`config.mk`:
```
export PLATFORM = sky130hd
export DESIGN_NAME = dns_question_name_extractor
export DESIGN_NICKNAME = d
export VERILOG_FILES = /design/src/sv/dnsqe_pkg.sv /design/src/sv/dnsqe_parser.sv /design/src/sv/dnsqe_out_queue.sv /design/src/sv/dns_question_name_extractor.sv
export SDC_FILE = /design/constraint.sdc
export NUM_CORES = 1
export LEC_CHECK = 0
export BUFFER_PORTS_ARGS = -buffer_cell sky130_fd_sc_hd__buf_2
export CORE_MARGIN = 8
export CORE_UTILIZATION = 55
export CTS_CLUSTER_SIZE = 28
export DETAILED_ROUTE_END_ITERATION = 12
export GPL_ROUTABILITY_DRIVEN = 0
export PLACE_DENSITY = 0.82
export SYNTH_ARGS = -nofsm -noshare
export SYNTH_HDL_FRONTEND = slang
export SYNTH_SLANG_ARGS = --single-unit
```
`constraint.sdc`:
```
create_clock -name clk -period 8.9 [get_ports clk]
set_input_delay 1.78 -clock clk [delete_from_list [all_inputs] [get_ports clk]]
set_output_delay 1.78 -clock clk [all_outputs]
set_load 0.02 [all_outputs]
```
`src/sv/dnsqe_pkg.sv`:
```
`timescale 1ns / 1ps

package dnsqe_pkg;

  // name store capacity default
  localparam int NAME_CAPACITY_DEF = 256;

  // configuration register indexes
  typedef enum logic [1:0] {
    CFG_DNS_PORT   = 2'd0,
    CFG_MAX_LABELS = 2'd1,
    CFG_NAME_CAP   = 2'd2
  } cfg_index_t;

  // configuration reset values
  localparam logic [15:0] DNS_PORT_RST   = 16'd53;
  localparam logic [7:0]  MAX_LABELS_RST = 8'd128;
  localparam logic [15:0] NAME_CAP_RST   = 16'd512;

  // protocol constants
  localparam logic [15:0] ETH_IPV4      = 16'h0800;
  localparam logic [7:0]  PROTO_UDP     = 8'd17;
  localparam logic [5:0]  MIN_IP_HDR    = 6'd20;
  localparam logic [15:0] UDP_DNS_HDR   = 16'd20;
  localparam logic [7:0]  LEN_FLAG_MASK = 8'hC0;
  localparam logic [7:0]  DOT_CHAR      = 8'h2E;

  // byte offsets within the packet
  localparam logic [15:0] POS_PROTO     = 16'd9;
  localparam logic [15:0] POS_SRC_FIRST = 16'd12;
  localparam logic [15:0] POS_SRC_LAST  = 16'd15;

  // offsets relative to the end of the ip header
  localparam logic [15:0] OFS_SPORT_LO  = 16'd1;
  localparam logic [15:0] OFS_DPORT_HI  = 16'd2;
  localparam logic [15:0] OFS_DPORT_LO  = 16'd3;
  localparam logic [15:0] OFS_ULEN_HI   = 16'd4;
  localparam logic [15:0] OFS_ULEN_LO   = 16'd5;
  localparam logic [15:0] OFS_QDCNT_HI  = 16'd12;
  localparam logic [15:0] OFS_QDCNT_LO  = 16'd13;
  localparam logic [15:0] OFS_REC_MIN   = 16'd19;
  localparam logic [15:0] OFS_NAME      = 16'd20;

  // name decoder phase
  typedef enum logic [3:0] {
    PH_EXPECT = 4'b0001,
    PH_LABEL  = 4'b0010,
    PH_DONE   = 4'b0100,
    PH_FAIL   = 4'b1000
  } phase_t;

  // which results one word produces
  typedef struct packed {
    logic has_char;
    logic has_rec;
  } run_flags_t;

endpackage

```
`src/sv/dnsqe_parser.sv`:
```
`timescale 1ns / 1ps

module dnsqe_parser #(
  parameter int NAME_CAPACITY = dnsqe_pkg::NAME_CAPACITY_DEF,
  localparam int LEN_W = $clog2(NAME_CAPACITY + 1)
) (
  input  logic                    clk,
  input  logic                    rst,
  input  logic                    in_fire,
  input  logic [7:0]              data_byte,
  input  logic [15:0]             ether_type,
  input  logic                    end_of_packet,
  input  logic [15:0]             dns_port,
  input  logic [7:0]              max_labels,
  input  logic [15:0]             name_region_cap,
  output dnsqe_pkg::run_flags_t   run_flags,
  output logic [7:0]              run_char,
  output logic [31:0]             run_addr,
  output logic [15:0]             run_port,
  output logic [LEN_W-1:0]        run_len
);

  import dnsqe_pkg::*;

  localparam logic [LEN_W-1:0] CHAR_LIMIT = LEN_W'(NAME_CAPACITY - 1);

  // per packet state
  logic [15:0]      pos, pos_next;
  logic [5:0]       hdr, hdr_next;
  logic             qual, qual_next;
  logic [31:0]      src_addr, src_addr_next;
  logic [15:0]      src_port, src_port_next;
  logic [7:0]       dst_hi, dst_hi_next;
  logic [7:0]       udp_hi, udp_hi_next;
  logic [7:0]       qd_hi, qd_hi_next;
  logic [15:0]      nbl, nbl_next;
  logic [5:0]       lbl, lbl_next;
  logic [7:0]       ld, ld_next;
  logic [LEN_W-1:0] cw, cw_next;
  logic [LEN_W-1:0] ltz, ltz_next;
  phase_t           phase, phase_next;

  // working values
  logic [5:0]  h;
  logic [15:0] hx;
  logic [15:0] dst_full;
  logic [15:0] udp_full;
  logic [15:0] qd_full;
  logic        put_req;
  logic        put_fail;
  logic        start_label;
  logic [7:0]  put_c;

  // next state and results for one word
  always_comb begin
    pos_next      = pos;
    hdr_next      = hdr;
    qual_next     = qual;
    src_addr_next = src_addr;
    src_port_next = src_port;
    dst_hi_next   = dst_hi;
    udp_hi_next   = udp_hi;
    qd_hi_next    = qd_hi;
    nbl_next      = nbl;
    lbl_next      = lbl;
    ld_next       = ld;
    cw_next       = cw;
    ltz_next      = ltz;
    phase_next    = phase;
    run_flags     = '0;
    run_char      = '0;
    run_addr      = '0;
    run_port      = '0;
    run_len       = '0;
    put_req       = 1'b0;
    put_fail      = 1'b0;
    start_label   = 1'b0;
    put_c         = data_byte;

    h        = (pos == 16'd0) ? {data_byte[3:0], 2'b00} : hdr;
    hx       = {10'd0, h};
    dst_full = {dst_hi, data_byte};
    udp_full = {udp_hi, data_byte};
    qd_full  = {qd_hi, data_byte};

    if (pos == 16'd0) begin
      hdr_next  = h;
      qual_next = (ether_type == ETH_IPV4) && (h >= MIN_IP_HDR);
    end else if (qual) begin
      if (pos == POS_PROTO) begin
        if (data_byte != PROTO_UDP) qual_next = 1'b0;
      end else if (pos >= POS_SRC_FIRST && pos <= POS_SRC_LAST) begin
        src_addr_next = {src_addr[23:0], data_byte};
      end else if (pos == hx || pos == hx + OFS_SPORT_LO) begin
        src_port_next = {src_port[7:0], data_byte};
      end else if (pos == hx + OFS_DPORT_HI) begin
        dst_hi_next = data_byte;
      end else if (pos == hx + OFS_DPORT_LO) begin
        if (src_port != dns_port && dst_full != dns_port) qual_next = 1'b0;
      end else if (pos == hx + OFS_ULEN_HI) begin
        udp_hi_next = data_byte;
      end else if (pos == hx + OFS_ULEN_LO) begin
        // name bound from the udp length, clipped to the cap
        if (udp_full >= UDP_DNS_HDR && (udp_full - UDP_DNS_HDR) < name_region_cap)
          nbl_next = udp_full - UDP_DNS_HDR;
        else
          nbl_next = name_region_cap;
      end else if (pos == hx + OFS_QDCNT_HI) begin
        qd_hi_next = data_byte;
      end else if (pos == hx + OFS_QDCNT_LO) begin
        if (qd_full == 16'd0) qual_next = 1'b0;
      end else if (pos >= hx + OFS_NAME) begin
        // name decoder
        unique case (phase)
          PH_EXPECT: begin
            if (nbl == 16'd0 || ld >= max_labels) begin
              phase_next = PH_DONE;
            end else begin
              nbl_next = nbl - 16'd1;
              if (data_byte == 8'd0) begin
                phase_next = PH_DONE;
              end else if ((data_byte & LEN_FLAG_MASK) != 8'd0 ||
                           {8'd0, data_byte} > nbl - 16'd1) begin
                phase_next = PH_FAIL;
              end else begin
                put_c       = DOT_CHAR;
                put_req     = (cw != '0);
                start_label = 1'b1;
              end
            end
          end
          PH_LABEL: begin
            if (nbl != 16'd0) nbl_next = nbl - 16'd1;
            put_req = 1'b1;
          end
          default: ;
        endcase

        // emit a character unless the name store is full
        put_fail = put_req && (cw >= CHAR_LIMIT);
        if (put_req && !put_fail) begin
          run_flags.has_char = 1'b1;
          run_char           = put_c;
          cw_next            = cw + 1'b1;
          if (ltz == cw && put_c != 8'd0) ltz_next = ltz + 1'b1;
        end

        if (put_fail) begin
          phase_next = PH_FAIL;
        end else if (start_label) begin
          lbl_next   = data_byte[5:0];
          phase_next = PH_LABEL;
        end else if (phase == PH_LABEL) begin
          lbl_next = lbl - 6'd1;
          if (lbl == 6'd1) begin
            ld_next    = ld + 8'd1;
            phase_next = PH_EXPECT;
          end
        end
      end
    end

    // saturating position
    if (pos != 16'hFFFF) pos_next = pos + 16'd1;

    // summary record and clear at packet end
    if (end_of_packet) begin
      if (qual_next && pos >= hx + OFS_REC_MIN) begin
        run_flags.has_rec = 1'b1;
        run_addr          = src_addr_next;
        run_port          = src_port_next;
        if (phase_next == PH_EXPECT || phase_next == PH_DONE)
          run_len = ltz_next + 1'b1;
      end
      pos_next      = '0;
      hdr_next      = '0;
      qual_next     = 1'b0;
      src_addr_next = '0;
      src_port_next = '0;
      dst_hi_next   = '0;
      udp_hi_next   = '0;
      qd_hi_next    = '0;
      nbl_next      = '0;
      lbl_next      = '0;
      ld_next       = '0;
      cw_next       = '0;
      ltz_next      = '0;
      phase_next    = PH_EXPECT;
    end
  end

  // state registers
  always_ff @(posedge clk) begin
    if (rst) begin
      pos      <= '0;
      hdr      <= '0;
      qual     <= 1'b0;
      src_addr <= '0;
      src_port <= '0;
      dst_hi   <= '0;
      udp_hi   <= '0;
      qd_hi    <= '0;
      nbl      <= '0;
      lbl      <= '0;
      ld       <= '0;
      cw       <= '0;
      ltz      <= '0;
      phase    <= PH_EXPECT;
    end else if (in_fire) begin
      pos      <= pos_next;
      hdr      <= hdr_next;
      qual     <= qual_next;
      src_addr <= src_addr_next;
      src_port <= src_port_next;
      dst_hi   <= dst_hi_next;
      udp_hi   <= udp_hi_next;
      qd_hi    <= qd_hi_next;
      nbl      <= nbl_next;
      lbl      <= lbl_next;
      ld       <= ld_next;
      cw       <= cw_next;
      ltz      <= ltz_next;
      phase    <= phase_next;
    end
  end

  // checks
  assert property (@(posedge clk) disable iff (rst) cw <= CHAR_LIMIT)
    else $error("character count beyond name capacity");
  assert property (@(posedge clk) disable iff (rst) ltz <= cw)
    else $error("length to zero exceeds characters written");
  assert property (@(posedge clk) disable iff (rst) (phase == PH_LABEL) |-> (lbl != 6'd0))
    else $error("label phase with no label bytes left");

endmodule

```
`src/sv/dnsqe_out_queue.sv`:
```
`timescale 1ns / 1ps

module dnsqe_out_queue #(
  parameter int LEN_W = 9
) (
  input  logic                  clk,
  input  logic                  rst,
  input  logic                  push,
  input  dnsqe_pkg::run_flags_t push_flags,
  input  logic [7:0]            push_char,
  input  logic [31:0]           push_addr,
  input  logic [15:0]           push_port,
  input  logic [LEN_W-1:0]      push_len,
  output logic                  space_ok,
  output logic                  out_valid,
  input  logic                  out_ready,
  output logic                  item_kind,
  output logic [7:0]            name_char,
  output logic [31:0]           source_address,
  output logic [15:0]           source_port,
  output logic [LEN_W-1:0]      name_length,
  output logic                  last_of_run
);

  import dnsqe_pkg::*;

  // two entry queue of runs
  run_flags_t       q_flags [2];
  logic [7:0]       q_char  [2];
  logic [31:0]      q_addr  [2];
  logic [15:0]      q_port  [2];
  logic [LEN_W-1:0] q_len   [2];
  logic             wr_ptr;
  logic             rd_ptr;
  logic [1:0]       count;
  logic             part;

  run_flags_t head;
  logic       show_char;
  logic       out_fire;
  logic       pop;

  // head of queue to the output word
  always_comb begin
    head           = q_flags[rd_ptr];
    show_char      = head.has_char && !part;
    out_valid      = (count != 2'd0);
    space_ok       = (count != 2'd2);
    item_kind      = !show_char;
    name_char      = show_char ? q_char[rd_ptr] : 8'd0;
    source_address = show_char ? 32'd0 : q_addr[rd_ptr];
    source_port    = show_char ? 16'd0 : q_port[rd_ptr];
    name_length    = show_char ? '0 : q_len[rd_ptr];
    last_of_run    = show_char ? !head.has_rec : 1'b1;
    out_fire       = out_valid && out_ready;
    pop            = out_fire && last_of_run;
  end

  // payload storage
  always_ff @(posedge clk) begin
    if (push) begin
      q_flags[wr_ptr] <= push_flags;
      q_char[wr_ptr]  <= push_char;
      q_addr[wr_ptr]  <= push_addr;
      q_port[wr_ptr]  <= push_port;
      q_len[wr_ptr]   <= push_len;
    end
  end

  // pointers, fill count and part of run shown
  always_ff @(posedge clk) begin
    if (rst) begin
      wr_ptr <= 1'b0;
      rd_ptr <= 1'b0;
      count  <= 2'd0;
      part   <= 1'b0;
    end else begin
      if (push) wr_ptr <= !wr_ptr;
      if (pop) begin
        rd_ptr <= !rd_ptr;
        part   <= 1'b0;
      end else if (out_fire) begin
        part <= 1'b1;
      end
      count <= count + {1'b0, push} - {1'b0, pop};
    end
  end

  // checks
  assert property (@(posedge clk) disable iff (rst) push |-> (count != 2'd2))
    else $error("run pushed into a full queue");
  assert property (@(posedge clk) disable iff (rst) count <= 2'd2)
    else $error("queue count out of range");
  assert property (@(posedge clk) disable iff (rst) part |-> (count != 2'd0))
    else $error("second part of a run with the queue empty");

endmodule

```
`src/sv/dns_question_name_extractor.sv`:
```
`timescale 1ns / 1ps
// a word's results are registered in the output queue and shown from there
// throughput: one packet byte per cycle while the output queue has space; an end of packet
//   byte that also gives a name character is shown as the character and then the record
// reset: synchronous, clears packet state and output queue, configuration returns to
//   port 53, 128 labels and a 512 byte name region

module dns_question_name_extractor #(
  parameter int NAME_CAPACITY = dnsqe_pkg::NAME_CAPACITY_DEF,
  localparam int LEN_W = $clog2(NAME_CAPACITY + 1)
) (
  input  logic                  clk,
  input  logic                  rst,
  input  logic                  in_valid,
  output logic                  in_ready,
  input  logic [7:0]            data_byte,
  input  logic [15:0]           ether_type,
  input  logic                  end_of_packet,
  output logic                  out_valid,
  input  logic                  out_ready,
  output logic                  item_kind,
  output logic [7:0]            name_char,
  output logic [31:0]           source_address,
  output logic [15:0]           source_port,
  output logic [LEN_W-1:0]      name_length,
  output logic                  last_of_run,
  input  logic                  cfg_valid,
  output logic                  cfg_ready,
  input  dnsqe_pkg::cfg_index_t cfg_index,
  input  logic [15:0]           cfg_data
);

  import dnsqe_pkg::*;

  logic [15:0]      dns_port;
  logic [7:0]       max_labels;
  logic [15:0]      name_region_cap;
  logic             in_fire;
  logic             space_ok;
  run_flags_t       run_flags;
  logic [7:0]       run_char;
  logic [31:0]      run_addr;
  logic [15:0]      run_port;
  logic [LEN_W-1:0] run_len;

  assign cfg_ready = 1'b1;
  assign in_ready  = space_ok;
  assign in_fire   = in_valid && in_ready;

  // configuration registers
  always_ff @(posedge clk) begin
    if (rst) begin
      dns_port        <= DNS_PORT_RST;
      max_labels      <= MAX_LABELS_RST;
      name_region_cap <= NAME_CAP_RST;
    end else if (cfg_valid && cfg_ready) begin
      unique case (cfg_index)
        CFG_DNS_PORT:   dns_port        <= cfg_data;
        CFG_MAX_LABELS: max_labels      <= cfg_data[7:0];
        CFG_NAME_CAP:   name_region_cap <= cfg_data;
        default: ;
      endcase
    end
  end

  // header parse and name decode
  dnsqe_parser #(
    .NAME_CAPACITY (NAME_CAPACITY)
  ) u_parser (
    .clk             (clk),
    .rst             (rst),
    .in_fire         (in_fire),
    .data_byte       (data_byte),
    .ether_type      (ether_type),
    .end_of_packet   (end_of_packet),
    .dns_port        (dns_port),
    .max_labels      (max_labels),
    .name_region_cap (name_region_cap),
    .run_flags       (run_flags),
    .run_char        (run_char),
    .run_addr        (run_addr),
    .run_port        (run_port),
    .run_len         (run_len)
  );

  // result queue and serialiser
  dnsqe_out_queue #(
    .LEN_W (LEN_W)
  ) u_out_queue (
    .clk            (clk),
    .rst            (rst),
    .push           (in_fire && (run_flags.has_char || run_flags.has_rec)),
    .push_flags     (run_flags),
    .push_char      (run_char),
    .push_addr      (run_addr),
    .push_port      (run_port),
    .push_len       (run_len),
    .space_ok       (space_ok),
    .out_valid      (out_valid),
    .out_ready      (out_ready),
    .item_kind      (item_kind),
    .name_char      (name_char),
    .source_address (source_address),
    .source_port    (source_port),
    .name_length    (name_length),
    .last_of_run    (last_of_run)
  );

endmodule
```
# == Word-level counts from Yosys, hierarchy flattened ==
# Memory sizes are Yosys's and may differ from the RTL's. A register that Yosys moved wholly into a read port is not among the register bits.
# Index checks and enable logic that the tools add are counted.
# classes
eq_ne,39
muxes,258
reduce_logical,60
addsub,19
n_lt_le_gt_ge,10
# ops
cell,n
8-bit 2-to-1 mux,74
16-bit 2-to-1 mux,27
9-bit 2-to-1 mux,33
32-bit 2-to-1 mux,8
6-bit 2-to-1 mux,19
16-bit == test,7
4-bit 2-to-1 mux,21
1-bit 2-to-1 mux,74
16-bit zero test,3
16-bit greater-or-equal comparator,2
16-bit inequality test,2
16-bit case mux with 2 select lines,1
15-bit AND reduction,2
"9-bit by 1-bit adder with 9-bit output, second input constant",3
"2-bit inequality test, second input constant",13
2-bit nonzero test,11
17-bit AND reduction,1
"16-bit by 1-bit adder with 16-bit output, second input constant",1
"16-bit by 12-bit == test with 1-bit output, second input constant",1
"16-bit by 4-bit == test with 1-bit output, second input constant",1
16-bit by 6-bit == test with 1-bit output,1
"16-bit by 4-bit greater-or-equal comparator with 1-bit output, second input constant",1
"16-bit by 5-bit greater-or-equal comparator with 1-bit output, second input constant",1
8-bit by 16-bit > comparator with 1-bit output,1
45 further kinds,78
# totals
ff_bits,192
mem_count,5
out_inout_bits,70
mem_bits_rw,134
in_bits,48
# mem_list
memory,words,width,read_ports,rd_clocked_by_memory_dff,write_ports,line,rtl
u_out_queue.q_addr,2,32,1,1,1,dnsqe_out_queue.sv:30,logic [31:0] q_addr [2];
u_out_queue.q_port,2,16,1,1,1,dnsqe_out_queue.sv:31,logic [15:0] q_port [2];
u_out_queue.q_len,2,9,1,1,1,dnsqe_out_queue.sv:32,logic [LEN_W-1:0] q_len [2];
u_out_queue.q_char,2,8,1,1,1,dnsqe_out_queue.sv:29,logic [7:0] q_char [2];
u_out_queue.q_flags,2,2,1,1,1,dnsqe_out_queue.sv:28,run_flags_t q_flags [2];

# == Logic depth before layout (Yosys ltp) ==
# Gate-level depths: netlist of the first run.
# depth
ltp_word,39
mapped_depth,29
ltp_nobuf,25

# == By module ==
# A second synthesis of the first run with hierarchy kept.
# hier_totals
cells_unflattened,2059
hier_area_um2,18725.5
# by_module_without_submodules
mod,seq_area_each_um2,cells_per_inst,n_inst,area_each_um2
dnsqe_parser,2942.8,1583,1,11663.7
dnsqe_out_queue,4144.0,313,1,5366.4
dns_question_name_extractor,800.8,163,1,1695.4

# == Least setup slack after synthesis of the first run ==
# Ideal clock, no wire load.
# synth_path
path_kind,input port to flip-flop
start,input port data_byte[0]
end,"memory u_out_queue.q_addr[0][0], enable pin"
slack_ns,0.834
arrival_time_ns,7.574
n_path_buf,1
setup_ns,0.492
t_required_ns,8.408
cell_stages,18
cell_sequence,inv_1 -> nor2_1 -> a21oi_1 -> inv_2 -> ha_1 -> a31oi_1 -> xnor2_1 -> ha_1 -> nand4_1 -> nor2_1 -> nand4_1 -> o32ai_4 -> nor4b_4 -> and3_4 -> buf_6 -> nand2_1 -> a21o_1 -> nor2_1
# synth_via
elab_chain_cells,38
word_cells_on_any_way,83
# synth_lines
item,line,rtl
"start, declared",dns_question_name_extractor.sv:16,"input logic [7:0] data_byte,"
8-bit by 16-bit > comparator with 1-bit output,dnsqe_parser.sv:123,"{8'd0, data_byte} > nbl - 16'd1) begin"
1-bit logical OR,dnsqe_parser.sv:122,end else if ((data_byte & LEN_FLAG_MASK) != 8'd0 ||
1-bit 2-to-1 mux,dnsqe_parser.sv:122,
1-bit 2-to-1 mux,dnsqe_parser.sv:120,if (data_byte == 8'd0) begin
1-bit 2-to-1 mux,dnsqe_parser.sv:116,if (nbl == 16'd0 || ld >= max_labels) begin
1-bit case mux with 2 select lines,dnsqe_parser.sv:114,unique case (phase)
1-bit 2-to-1 mux,dnsqe_parser.sv:112,end else if (pos >= hx + OFS_NAME) begin
1-bit 2-to-1 mux,dnsqe_parser.sv:110,end else if (pos == hx + OFS_QDCNT_LO) begin
[... 22 more ...],--,
1-bit 2-to-1 mux,dnsqe_parser.sv:92,end else if (pos >= POS_SRC_FIRST && pos <= POS_SRC_LAST) begin
1-bit 2-to-1 mux,dnsqe_parser.sv:90,if (pos == POS_PROTO) begin
1-bit 2-to-1 mux,dnsqe_parser.sv:89,end else if (qual) begin
1-bit 2-to-1 mux,dnsqe_parser.sv:86,if (pos == 16'd0) begin
1-bit logical OR (*),dns_question_name_extractor.sv:92,".push (in_fire && (run_flags.has_char || run_flags.has_rec)),"
1-bit logical AND (*),dns_question_name_extractor.sv:92,
1-bit 2-to-1 mux (*),dnsqe_out_queue.sv:61,if (push) begin
1-bit 2-to-1 mux (implied by the code) (*),dnsqe_out_queue.sv:64,q_addr[wr_ptr] <= push_addr;
"end, declared",dnsqe_out_queue.sv:30,
# Every way passes the cells marked *; elsewhere a longest branch is shown, timed or not. The select of a mux whose other input is x is not followed.

# == Final worst setup path of the first run ==
# layout_path
start,input port data_byte[0]
end,"memory u_out_queue.q_char[1][6], enable pin"
# layout_via
elab_chain_cells,38
word_cells_on_any_way,83
# layout_lines
item,line,rtl
8-bit by 16-bit > comparator with 1-bit output,dnsqe_parser.sv:123,
1-bit logical OR,dnsqe_parser.sv:122,
1-bit 2-to-1 mux,dnsqe_parser.sv:122,
1-bit 2-to-1 mux,dnsqe_parser.sv:120,
1-bit 2-to-1 mux,dnsqe_parser.sv:116,
1-bit case mux with 2 select lines,dnsqe_parser.sv:114,
1-bit 2-to-1 mux,dnsqe_parser.sv:112,
1-bit 2-to-1 mux,dnsqe_parser.sv:110,
[... 22 more ...],--,
1-bit 2-to-1 mux,dnsqe_parser.sv:92,
1-bit 2-to-1 mux,dnsqe_parser.sv:90,
1-bit 2-to-1 mux,dnsqe_parser.sv:89,
1-bit 2-to-1 mux,dnsqe_parser.sv:86,
1-bit logical OR (*),dns_question_name_extractor.sv:92,
1-bit logical AND (*),dns_question_name_extractor.sv:92,
1-bit 2-to-1 mux (*),dnsqe_out_queue.sv:61,
1-bit 2-to-1 mux (implied by the code) (*),dnsqe_out_queue.sv:63,q_char[wr_ptr] <= push_char;
"end, declared",dnsqe_out_queue.sv:29,
# Marked as above.

==> flow_summary.json, run 1 <==
{
  "min_path_cells": 2,
  "num_antenna_cells": 0,
  "clock_path_buffers": 3,
  "critical_path_class": "input port to register",
  "multi_input_area_mm2": 0.00959,
  "clkLatencyLatePin_ns": 0.54,
  "synth_xor_area_share_pct": 5.88,
  "fillers": 2663,
  "fin_crit_sh_pct": 77.7,
  "worstHoldStart": "name_region_cap[5]",
  "whs_ns": 0.464,
  "grt_pass1_vias": 14815,
  "synth.avg_cell_area_um2": 8.96,
  "ant_nets": 0,
  "final_common_cell": "nor2_1",
  "startpoint": "data_byte[0]",
  "crit_path_end_kind": "register",
  "place_ws_ns": 1.51,
  "avgViaCountPerCell": 6.11,
  "area_delta_synth_final_pct": 10.6,
  "r2r-end": "u_out_queue.q_char[1][6]",
  "cp_data_required_time_ns": 9.10,
  "clk_pin_slew_ns": 0.06,
  "grt_max_degree": 89,
  "dp_hpwl_mm": 33.9,
  "wire_per_inst_um": 19.2,
  "fin_worst_skew_ns": 0.0264,
  "nNetsFinal": 2189,
  "die_w_um": 198,
  "cts-hold-fix-buffers": 0,
  "cap_violations": 0,
  "synth-edff-count": 134,
  "antenna_found_initial": 1,
  "drtPass1Iterations": 7,
  "final_cell_mix": "nor2_1, nand2_1, dfxtp_1",
  "yosys_warnings": 0,
  "core_area_mm2": 0.0325,
  "synth-seq-cells": 327,
  "final-seq-area_mm2": 0.00789,
  "final_cell_area_mm2": 0.0201,
  "synth-compound-area-share_pct": 13.3,
  "drive_gt1_share_pct": 11.2,
  "setup_tns_ns": 0,
  "p_per_area_mw_per_mm2": 168,
  "critPathMaxFanout": 51,
  "ir_drop_uv": 118,
  "ios": 118,
  "die_h_um": 198,
  "worstMarginPinSlew_ns": 1.22,
  "vias": 15499,
  "async_flop_share_pct": 0,
  "io_buffer_count": 116,
  "netlist_area_mm2": 0.0182,
  "hold_viol": 0,
  "min_period_ns": 6.91,
  "cts_root_buffer": "clkbuf_16",
  "synthesis.instances": 2029,
  "synth-adder-area-share_pct": 5.02,
  "grt_overflow": 0,
  "slew_violations": 0,
  "row_count": 66,
  "yosysUniqueCellTypes": 89,
  "synthSimpleGateAreaFrac_pct": 20.7,
  "cts_tree": "done",
  "cts_sinks": 327,
  "synth_top_family_by_area": "simple AND/OR/NAND/NOR gates",
  "setup_viol": 0,
  "ys.flop_type": "dfxtp_1",
  "fin_ws_ns": 1.99,
  "cp-start-kind": "input port",
  "reg2reg_depth": 19,
  "dpl-instance-area_mm2": 0.0190,
  "initial_core_util_pct": 55.9,
  "r2r_start": "u_parser.pos[3]",
  "p_leak_nw": 7.82,
  "rsz0062_at_grt": "false",
  "syn_nets": 2150,
  "fmax_mhz": 145,
  "drtIter0Drc": 1599,
  "max_slew_margin_pct": 18.7,
  "critPathArrivalTime_ns": 7.11,
  "final_util_pct": 61.8,
  "htreeDepth": 2,
  "post_cts_buffers": 0,
  "ff2ff_setup_slack_ns": 2.01,
  "muxShareOfSynthArea_pct": 7.53,
  "worstHoldPathType": "register to register",
  "ctsResizeCount": 0,
  "cts_buffers": 35,
  "wirelength_mm": 48.8,
  "fp.dieArea_mm2": 0.0391,
  "synth_seq_area_share_pct": 43.4,
  "route.detailed.drc": 0,
  "grt_usage_pct": 24.4,
  "outcome": "completed",
  "hold_end": "name_region_cap[5]",
  "grt_pass1_wl_mm": 78.2
}
[cells by family after synthesis]
kind of cell,after synthesis
simple gates,796
compound gates,385
flops,327
buf+inv,191
mux,134
xor+xnor,122
fa+ha+maj,73
other cells,1
[how the worst max path moves through the flow]
stage / slack, ns / cells after the start / end
3_5_place_dp: 1.51 / 20 / u_out_queue.q_len[1][0]
2_1_floorplan: 0.83 / 18 / u_out_queue.q_addr[0][0]
6_report: 1.99 / 20 / u_out_queue.q_char[1][6]
3_3_place_gp: 1.73 / 20 / u_out_queue.q_len[1][2]
5_1_grt: 1.45 / 24 / u_out_queue.q_len[1][8]
4_1_cts: 2.04 / 20 / u_out_queue.q_len[1][8]
[power breakdown]
part / internal, mW / switching, mW / leakage [nW] / total, mW
logic: 0.114 / 0.215 / 4.16 / 0.328
clock network: 0.838 / 0.626 / 0.563 / 1.46
registers: 1.56 / 0.0188 / 3.10 / 1.58
[area by class of cell]
cell class | count | share of cell area (%)
Multi-Input combinational cell | 1511 | 47.7
Clock buffer | 43 | 4.55
Tap cell | 442 | 2.75
Sequential cell | 327 | 39.2
Inverter | 59 | 1.10
Clock inverter | 20 | 1.13
Timing Repair Buffer | 134 | 3.57
[routing by layer]
layer / vias to the layer above / GRT usage [%] / share of wire [%]
met1: 7360 / 32.0 / 41
met2: 721 / 39.4 / 46
met3: 161 / 4.48 / 8.6
met5: - / 0 / 0.016
met4: 2 / 9.98 / 4.1
li1: 7255 / - / -
[flip-flops by register name, indices dropped and copies added (netlist names), 8 cells and up, named ones only]
name,cells
u_parser.dst_hi,8
u_parser.ltz,9
u_parser.src_addr,32
name_region_cap,16
u_out_queue.q_addr,64
u_out_queue.q_char,16
u_parser.src_port,16
u_parser.pos,16
u_parser.qd_hi,8
u_parser.nbl,16
u_out_queue.q_len,18
u_out_queue.q_port,32
max_labels,8
dns_port,16
u_parser.ld,8
u_parser.udp_hi,8
u_parser.cw,9
[synth_stat cells (all sizes together), types with 6 or more instances]
cell,n,area [um2]
o21ai,82,414
and3,16,105
a32oi,7,61.3
dfxtp,193,3860
nor2b,13,81.3
edfxtp,134,4020
or3,17,106
clkbuf,115,432
ha,73,913
a21o,15,113
nand2,231,867
nand4,28,190
inv,59,221
nand3b,9,67.6
or4,11,93.8
nor3b,9,77.6
a21oi,144,724
nor4,36,285
mux2,6,71.3
a31oi,6,37.5
o211ai,12,90.1
xor2,73,639
xnor2,49,429
nor2,308,1160
a22oi,62,465
nand2b,22,138
mux2i,128,1300
nand3,28,140
and2,10,62.6
o21a,6,45.0
nor3,37,190
buf,17,105
[worst max-delay path, cell delays in order]
cell and delay (ns):
buf_2 0.20, inv_1 0.19, nor2_1 0.07, a21oi_1 0.45
inv_2 0.19, ha_1 0.33, a31oi_1 0.31, xnor2_1 0.12
ha_1 0.32, nand4_1 0.09, nor2_1 0.10, nand4_1 0.20
or3_1 0.39, a41oi_1 0.20, o21ba_2 0.20, o21ai_4 0.06
buf_4 0.30, a21o_1 0.33, nor2_4 0.82, buf_4 0.42
[stage by stage]
stage	std cells	total power [mW]
6_report	2536	3.37
5_1_grt	2536	3.48
4_1_cts	2536	3.38
3_5_place_dp	2473	1.93
3_3_place_gp	2473	1.92
2_1_floorplan	2029	1.84
Note: power is estimated with default switching activity, not from simulation.
==> run 2, diff against run 1 <==
Settings changed: PLACE_DENSITY 0.82 to 0.85.
Clock period 8.9 ns to 6.3 ns, I/O delays scaled along.
==> flow_summary.json, run 2 (synthesized netlist as in run 1, its figures left out) <==
{
  "drtIter0Drc": 1762,
  "cp-start-kind": "register",
  "cts_root_buffer": "clkbuf_16",
  "fin_ws_ns": 0.469,
  "outcome": "completed",
  "io_buffer_count": 116,
  "clock_path_buffers": 3,
  "critPathMaxFanout": 19,
  "hold_viol": 0,
  "min_period_ns": 5.83,
  "wire_per_inst_um": 19.5,
  "grt_usage_pct": 24.7,
  "place_ws_ns": 0.383,
  "top_regs": "u_out_queue.q_addr (64), u_out_queue.q_port (32), u_parser.src_addr (32)",
  "vias": 15801,
  "p_per_area_mw_per_mm2": 238,
  "final_cell_mix": "nor2_1, nand2_1, dfxtp_1",
  "dp_hpwl_mm": 34.1,
  "wl_met1_mm": 19.8,
  "grt_max_degree": 91,
  "initial_core_util_pct": 55.9,
  "startpoint": "u_parser.pos[0]",
  "grt_pass1_vias": 15431,
  "fmax_mhz": 171,
  "cp_data_required_time_ns": 6.56,
  "rsz0062_at_grt": "false",
  "ff2ff_setup_slack_ns": 0.47,
  "ios": 118,
  "p_leak_nw": 7.94,
  "cts_buffers": 35,
  "setup_viol": 0,
  "final_common_cell": "nor2_1",
  "worstHoldStart": "name_region_cap[1]",
  "wirelength_mm": 50.0,
  "antenna_found_initial": 2,
  "worstMarginPinSlew_ns": 1.17,
  "cts-hold-fix-buffers": 0,
  "fp.dieArea_mm2": 0.0391,
  "cts_sinks": 327,
  "drive_gt1_share_pct": 12.1,
  "fin_crit_sh_pct": 92.6,
  "ant_nets": 0,
  "grt_pass1_wl_mm": 79.1,
  "dr.max_layer_used": "met5",
  "dpl-instance-area_mm2": 0.0191,
  "slew_violations": 0,
  "largest_register": "u_out_queue.q_addr",
  "drtPass1Iterations": 6,
  "cts_tree": "done",
  "worstHoldPathType": "register to register",
  "fillers": 2601,
  "core_area_mm2": 0.0325,
  "final_cell_area_mm2": 0.0203,
  "max_slew_margin_pct": 22.1,
  "fin_worst_skew_ns": 0.0198,
  "ir_drop_uv": 267,
  "largest_reg_flops": 64,
  "avgViaCountPerCell": 6.17,
  "area_delta_synth_final_pct": 11.8,
  "cp-endpoint": "u_out_queue.q_len[0][8]",
  "clk_pin_slew_ns": 0.07,
  "die_w_um": 198,
  "critical_path_class": "register to register",
  "critPathArrivalTime_ns": 6.09,
  "clkLatencyLatePin_ns": 0.54,
  "cap_violations": 0,
  "nNetsFinal": 2210,
  "wl_met2_mm": 22.8,
  "route.detailed.drc": 0,
  "row_count": 66,
  "die_h_um": 198,
  "r2r-end": "u_out_queue.q_len[0][8]",
  "grt_overflow": 0,
  "htreeDepth": 2,
  "crit_path_end_kind": "register",
  "wl_met3_mm": 4.95,
  "final_util_pct": 62.5,
  "r2r_start": "u_parser.pos[0]",
  "reg2reg_depth": 23
}
-- run 2: cell count changes in the layout (fill, tap and decap cells not counted), moves of 2 or more --
cell / change
buf_4: +21
clkinv_4: -3
inv_6: -3
clkinvlp_4: +3
clkinv_2: -3
clkinv_1: +2
clkbuf_8: +3
inv_16: -2
-- run 2: worst min-delay path by stage --
| stage | end | slack [ns] | cells after the start |
|---|---|---|---|
| final | name_region_cap[1] | 0.46 | 2 |
| after global routing | name_region_cap[15] | 0.49 | 2 |
| after detailed placement | name_region_cap[15] | 0.46 | 2 |
| after global placement | name_region_cap[6] | 0.44 | 2 |
| after CTS | name_region_cap[1] | 0.46 | 2 |
| after floorplan | name_region_cap[11] | 0.44 | 2 |
-- run 2: routing by layer --
layer | up-vias | global-route usage [%]
met5 | - | 0
met1 | 7435 | 31.4
met4 | 4 | 12.2
li1 | 7295 | -
met3 | 205 | 5.09
met2 | 862 | 39.7
-- run 2: cell type report --
| cell class | instances | area [um2] | area share [%] |
|---|---|---|---|
| diodes | 1 | 2.50 | 0.0123 |
| clock buffers | 47 | 961 | 4.73 |
| well taps | 442 | 553 | 2.72 |
| repair buffers | 155 | 876 | 4.31 |
| inverters | 59 | 221 | 1.09 |
| flip-flops and latches | 327 | 7890 | 38.8 |
| multi-input cells | 1511 | 9600 | 47.2 |
| clock inverters | 17 | 226 | 1.11 |
-- run 2: worst max-delay path: stages (launching register included) --
cell,delay (ns)
dfxtp_1,0.35
inv_1,0.14
ha_1,0.18
or3b_2,0.50
nor4_4,0.23
buf_4,0.32
mux2i_1,0.25
o21ai_0,0.16
xor2_1,0.17
ha_1,0.33
a21o_1,0.17
a2111oi_0,0.37
o21ai_0,0.17
nand2_1,0.12
nor2_1,0.10
and3_1,0.30
mux2_2,0.28
ha_2,0.25
nand2_1,0.12
or3_1,0.36
mux2i_1,0.16
a21oi_1,0.11
nor4_1,0.33
nor3_2,0.07
-- run 2: power breakdown --
group | internal (mW) | switching (mW) | leakage, nW
sequential | 2.21 | 0.0264 | 3.12
clock | 1.25 | 0.870 | 0.565
combinational | 0.168 | 0.309 | 4.25
total | 3.62 | 1.21 | 7.94
-- run 2: repair_timing --
| action | in CTS | in global routing |
|---|---|---|
| setup endpoints to repair | 0 | 4 |
| gates resized for setup | 0 | 3 |
| setup buffers | 0 | 1 |
-- run 2: per-stage QoR --
step           setup TNS, ns  cells  total power, mW  hold slack (ns)
2_1_floorplan         -17.40   2029             2.60            0.436
3_3_place_gp               0   2493             2.71            0.444
3_5_place_dp               0   2493             2.73            0.456
4_1_cts                    0   2557             4.83            0.464
5_1_grt                    0   2558             4.97            0.487
6_report                   0   2559             4.83            0.463
